`src/design/assert_macros.svh`:
```
// assertion macros used by greedy_box_nms_unit
// no dependencies; empty bodies when SYNTHESIS is defined
`ifndef ASSERT_MACROS_SVH
`define ASSERT_MACROS_SVH
`ifndef SYNTHESIS
`define GBN_ASSERT(lbl, clk, rst_n, prop, msg) \
    lbl: assert property (@(posedge clk) disable iff (!rst_n) prop) else $error(msg);
`define GBN_NEVER(lbl, clk, rst_n, cond, msg) \
    lbl: assert property (@(posedge clk) disable iff (!rst_n) !(cond)) else $error(msg);
`else
`define GBN_ASSERT(lbl, clk, rst_n, prop, msg)
`define GBN_NEVER(lbl, clk, rst_n, cond, msg)
`endif
`endif

```
`src/design/gbn_pkg.sv`:
```
// shared types and constants for the greedy box nms unit
// no dependencies
package gbn_pkg;

    localparam logic [15:0] THR_RESET = 16'd32768;

    typedef enum logic [1:0] {
        ST_IDLE,
        ST_AREA,
        ST_RUN,
        ST_FIN
    } gbn_state_t;

    // control part of the token walking down the cell chain
    typedef struct packed {
        logic valid;
        logic supp;
        logic chk;
    } tok_ctl_t;

endpackage

```
`src/design/gbn_cell.sv`:
```
// one kept-box slot of the suppression chain: holds a box and its area,
// checks the passing candidate against it; uses gbn_pkg
module gbn_cell #(
    parameter int IDX = 0,
    parameter int C   = 16,
    parameter int CW  = 7,
    parameter int IW  = 6
) (
    input  logic                  clk,
    input  logic                  rst_n,
    input  gbn_pkg::tok_ctl_t     ctl_in,
    input  logic [C-1:0]          xl_in,
    input  logic [C-1:0]          yt_in,
    input  logic [C-1:0]          xr_in,
    input  logic [C-1:0]          yb_in,
    input  logic [2*C-1:0]        area_in,
    input  logic [2*C-1:0]        inter_in,
    input  logic [2*C:0]          uni_in,
    input  logic [15:0]           thr,
    input  logic [CW-1:0]         count,
    input  logic                  wr_en,
    input  logic [IW-1:0]         wr_idx,
    output gbn_pkg::tok_ctl_t     ctl_out,
    output logic [C-1:0]          xl_out,
    output logic [C-1:0]          yt_out,
    output logic [C-1:0]          xr_out,
    output logic [C-1:0]          yb_out,
    output logic [2*C-1:0]        area_out,
    output logic [2*C-1:0]        inter_out,
    output logic [2*C:0]          uni_out
);
    import gbn_pkg::*;

    localparam int AW = 2 * C;
    localparam int UW = 2 * C + 1;
    localparam logic [CW-1:0] IDX_C = CW'(IDX);
    localparam logic [IW-1:0] IDX_W = IW'(IDX);

    logic [C-1:0]  kxl_reg, kyt_reg, kxr_reg, kyb_reg;
    logic [AW-1:0] karea_reg;

    tok_ctl_t      ctl_reg, ctl_next;
    logic [C-1:0]  xl_reg, yt_reg, xr_reg, yb_reg;
    logic [AW-1:0] area_reg, inter_reg, inter_next;
    logic [UW-1:0] uni_reg, uni_next;

    logic [C-1:0]  lo_x, hi_x, lo_y, hi_y, ix, iy;
    logic [UW-1:0] sum;
    logic [UW+15:0] lhs, rhs;

    always_comb
    begin
        lo_x = (xl_in > kxl_reg) ? xl_in : kxl_reg;
        hi_x = (xr_in < kxr_reg) ? xr_in : kxr_reg;
        lo_y = (yt_in > kyt_reg) ? yt_in : kyt_reg;
        hi_y = (yb_in < kyb_reg) ? yb_in : kyb_reg;
        ix = (hi_x > lo_x) ? hi_x - lo_x : '0;
        iy = (hi_y > lo_y) ? hi_y - lo_y : '0;
        inter_next = AW'(ix) * AW'(iy);
        sum = UW'(area_in) + UW'(karea_reg);
        uni_next = (sum > UW'(inter_next)) ? sum - UW'(inter_next) : '0;
        // finish the check left pending by the previous cell
        lhs = {1'b0, inter_in, 16'h0000};
        rhs = (UW + 16)'(uni_in) * (UW + 16)'(thr);
        ctl_next.valid = ctl_in.valid;
        ctl_next.supp = ctl_in.supp | (ctl_in.chk & (lhs > rhs));
        ctl_next.chk = ctl_in.valid & (IDX_C < count) & (uni_next != '0);
    end

    always_ff @(posedge clk or negedge rst_n)
    begin
        if (!rst_n)
        begin
            ctl_reg <= '0;
        end
        else
        begin
            ctl_reg <= ctl_next;
        end
    end

    always_ff @(posedge clk)
    begin
        xl_reg <= xl_in;
        yt_reg <= yt_in;
        xr_reg <= xr_in;
        yb_reg <= yb_in;
        area_reg <= area_in;
        inter_reg <= inter_next;
        uni_reg <= uni_next;
        if (wr_en && (wr_idx == IDX_W))
        begin
            kxl_reg <= xl_in;
            kyt_reg <= yt_in;
            kxr_reg <= xr_in;
            kyb_reg <= yb_in;
            karea_reg <= area_in;
        end
    end

    assign ctl_out = ctl_reg;
    assign xl_out = xl_reg;
    assign yt_out = yt_reg;
    assign xr_out = xr_reg;
    assign yb_out = yb_reg;
    assign area_out = area_reg;
    assign inter_out = inter_reg;
    assign uni_out = uni_reg;

endmodule

```
`config.mk`:
```
export PLATFORM = sky130hd
export DESIGN_NAME = gbn_cell
export DESIGN_NICKNAME = d
export VERILOG_FILES = /design/src/design/assert_macros.svh /design/src/design/gbn_pkg.sv /design/src/design/gbn_cell.sv
export SDC_FILE = /design/constraint.sdc
export NUM_CORES = 2
export LEC_CHECK = 0
export BUFFER_PORTS_ARGS = -buffer_cell sky130_fd_sc_hd__buf_2
export CORE_ASPECT_RATIO = 1.1
export CORE_MARGIN = 2
export CORE_UTILIZATION = 42
export CTS_CLUSTER_DIAMETER = 100
export CTS_CLUSTER_SIZE = 24
export DETAILED_ROUTE_END_ITERATION = 10
export PLACE_DENSITY = 0.62
export SLEW_MARGIN = 10
export SYNTH_ARGS = -nofsm -noshare
export SYNTH_HDL_FRONTEND = slang
export SYNTH_SLANG_ARGS = --single-unit
```
`constraint.sdc`:
```
create_clock -name clk -period 14.5 [get_ports clk]
set_clock_uncertainty 0.05 [all_clocks]
set_input_delay 2.9 -clock clk [delete_from_list [all_inputs] [get_ports clk]]
set_output_delay 2.9 -clock clk [all_outputs]
set_load 0.1 [all_outputs]
```
==> flow_summary.json <==
{
  "status": "complete, no violations",
  "routabilityCongestion": 0.9345,
  "htree_levels": 1,
  "grt_pass1_wl_um": 178300,
  "drv_cap": 0,
  "fmax_mhz": 70.79,
  "synth_nets": 5502,
  "final_common_cell": "inv_1",
  "synthArstFlopShare_pct": 1.154,
  "reg2reg_from": "kyb_reg[1]",
  "mostFrequentLayoutCells": "inv_1, fa_1, nand2_1, buf_4, ha_1",
  "setup_viol_count_final": 0,
  "cp-start-kind": "primary input",
  "yosysWarnings": 0,
  "min_from": "karea_reg[31]",
  "drive_gt1_share_pct": 20.31,
  "finalHoldViolations": 0,
  "hold_ws_ps": 828.7,
  "path_common_cell": "a21o_1",
  "max-slew-margin-rel_pct": 23.69,
  "cp_slowest_stage_delay_ps": 530,
  "synthAdderAreaFrac_pct": 45.49,
  "core_um2": 92520,
  "path_class": "primary input to flop",
  "synthMuxAreaShare_pct": 1.937,
  "synth_edf_count": 96,
  "cts.sinks": 260,
  "area.sequential_um2": 6181,
  "drc": 0,
  "gr-usage-all-layers_pct": 23.67,
  "drt_first_iter_violations": 1584,
  "die_height_um": 324.2,
  "die_w_um": 295.1,
  "start_util_pct": 42.30,
  "fillers": 8932,
  "clk_latency_ps": 550,
  "yosys.area_share.simple_pct": 15.30,
  "num_vias": 31703,
  "cts_tree": "done",
  "syn_area_per_cell_um2": 9.185,
  "cp.arrival_ps": 14480,
  "vias_per_cell": 5.141,
  "clockBufferDepth": 3,
  "tightest_slew_ps": 1116,
  "cts_root_buffer": "clkbuf_16",
  "seq_area_frac_synth_pct": 15.79,
  "path_max_fanout": 8,
  "utilization_pct": 50.13,
  "dp_cells": 6108,
  "cts-buffers-inserted": 16,
  "port_buffers": 359,
  "postSynthCellCount": 4261,
  "netlist_area_um2": 39140,
  "ys.flop_type": "dfxtp_1",
  "grt_start_max_net_pins": 55,
  "grt_overflow_total": 0,
  "drtPass1Iterations": 5,
  "crit_start": "yb_in[1]",
  "layout.cells.non_filler": 6167,
  "dp_hpwl_um": 90960,
  "nets": 6147,
  "end_kind": "flop",
  "ant_nets": 0,
  "num_rows": 117,
  "multiInputGateArea_um2": 30330,
  "period_needed_ps": 14130,
  "area_growth_pct": 18.51,
  "crit_required_ps": 14850,
  "finalCritPeriodShare_pct": 97.43,
  "yosys.area_share.xor_xnor_pct": 3.267,
  "io_pins": 360,
  "die_area_um2": 95640,
  "ys_seq_elements": 260,
  "synth_compound_area_share_pct": 9.492,
  "clkTransAtPathRegs_ps": 90,
  "grt_pass1_vias": 33320,
  "synth_top_family_by_area": "adder cells",
  "synth_cell_types": 95,
  "wl_per_cell_um": 18.02,
  "cp_slowest_cell": "fa_1",
  "min_path_type": "flop to flop",
  "routed_wirelength_um": 111100,
  "antenna_found_initial": 9,
  "largest_reg_flops": 33,
  "slew_violations": 0
}
path summary, 6_finish.rpt:
path	end	depth (start not counted)	slack [ps]
worst min register to register	ctl_out[0]	4	830
max in group asynchronous	ctl_out[2]	1	12130
worst max-delay path	ctl_out[0]	55	370
worst max register to register	ctl_out[0]	55	2400
min in group asynchronous	ctl_out[1]	1	2120
worst min-delay path	ctl_out[0]	4	830
area by class of cell:
cell class | instances | area share (%)
multi-input combinational | 3116 | 65.40
sequential | 260 | 13.33
timing repair buffer | 778 | 10.84
inverter | 734 | 5.940
tap | 1249 | 3.369
clock buffer | 21 | 0.9712
clock inverter | 5 | 0.1322
antenna | 4 | 0.02158
routing by layer:
| metal | track usage (%) | wire length, µm | vias up | share of wire (%) |
|---|---|---|---|---|
| li1 | - | - | 14860 | - |
| met1 | 29.94 | 45620 | 15787 | 41 |
| met2 | 42.26 | 55780 | 873 | 50 |
| met3 | 2.693 | 5959 | 181 | 5.4 |
| met4 | 7.265 | 3745 | 2 | 3.4 |
| met5 | 0 | 8 | - | 0.0072 |
what timing repair did:
| item | in CTS | in global routing |
|---|---|---|
| hold buffers | 0 | 0 |
| endpoints found under the setup margin | 0 | 34 |
| setup buffers | 0 | 28 |
| gates resized for setup | 0 | 146 |
cells in the mapped netlist (35+ instances only):
| master | number | area [µm²] |
|---|---|---|
| xnor2_1 | 86 | 753.2 |
| a21o_1 | 107 | 803.3 |
| o21ai_0 | 84 | 420.4 |
| inv_1 | 734 | 2755 |
| nand3_1 | 35 | 175.2 |
| edfxtp_1 | 96 | 2883 |
| fa_1 | 630 | 12610 |
| nor2_1 | 228 | 855.8 |
| nor3_1 | 43 | 215.2 |
| clkbuf_1 | 122 | 457.9 |
| and2_1 | 179 | 1120 |
| ha_1 | 415 | 5192 |
| nand2_1 | 627 | 2354 |
| xor2_1 | 60 | 525.5 |
| dfxtp_1 | 161 | 3223 |
| a21oi_1 | 152 | 760.7 |
| mux2i_1 | 36 | 360.4 |
worst max-delay path, delay by kind of cell:
kind	cells	cell delay [ps]
fa+ha+maj	10	3900
buf+inv	8	970
simple gates	10	1750
xor+xnor	1	160
mux	2	580
compound gates	24	4260
cell families after synthesis:
family / Yosys count
AOI/OAI and AO/OA: 558
muxes: 71
DFF: 260
buffers and inverters: 885
adders and majority gates: 1045
xor gates and xnor gates: 146
and+or+nand+nor: 1296
per-stage QoR:
| stage | worst slack (ps) | cell area (µm²) | setup TNS, ps |
|---|---|---|---|
| CTS | 5.108 | 45450 | 0 |
| floorplan | 26.79 | 39260 | 0 |
| global placement | -299.5 | 44940 | -3921 |
| detailed placement | -515.6 | 44940 | -9434 |
| global route | -114.1 | 46380 | -635.9 |
| finish | 373.0 | 46380 | 0 |
Power is not shown: default switching activity piles up to over one toggle a cycle in this logic, so the estimate is an artifact.
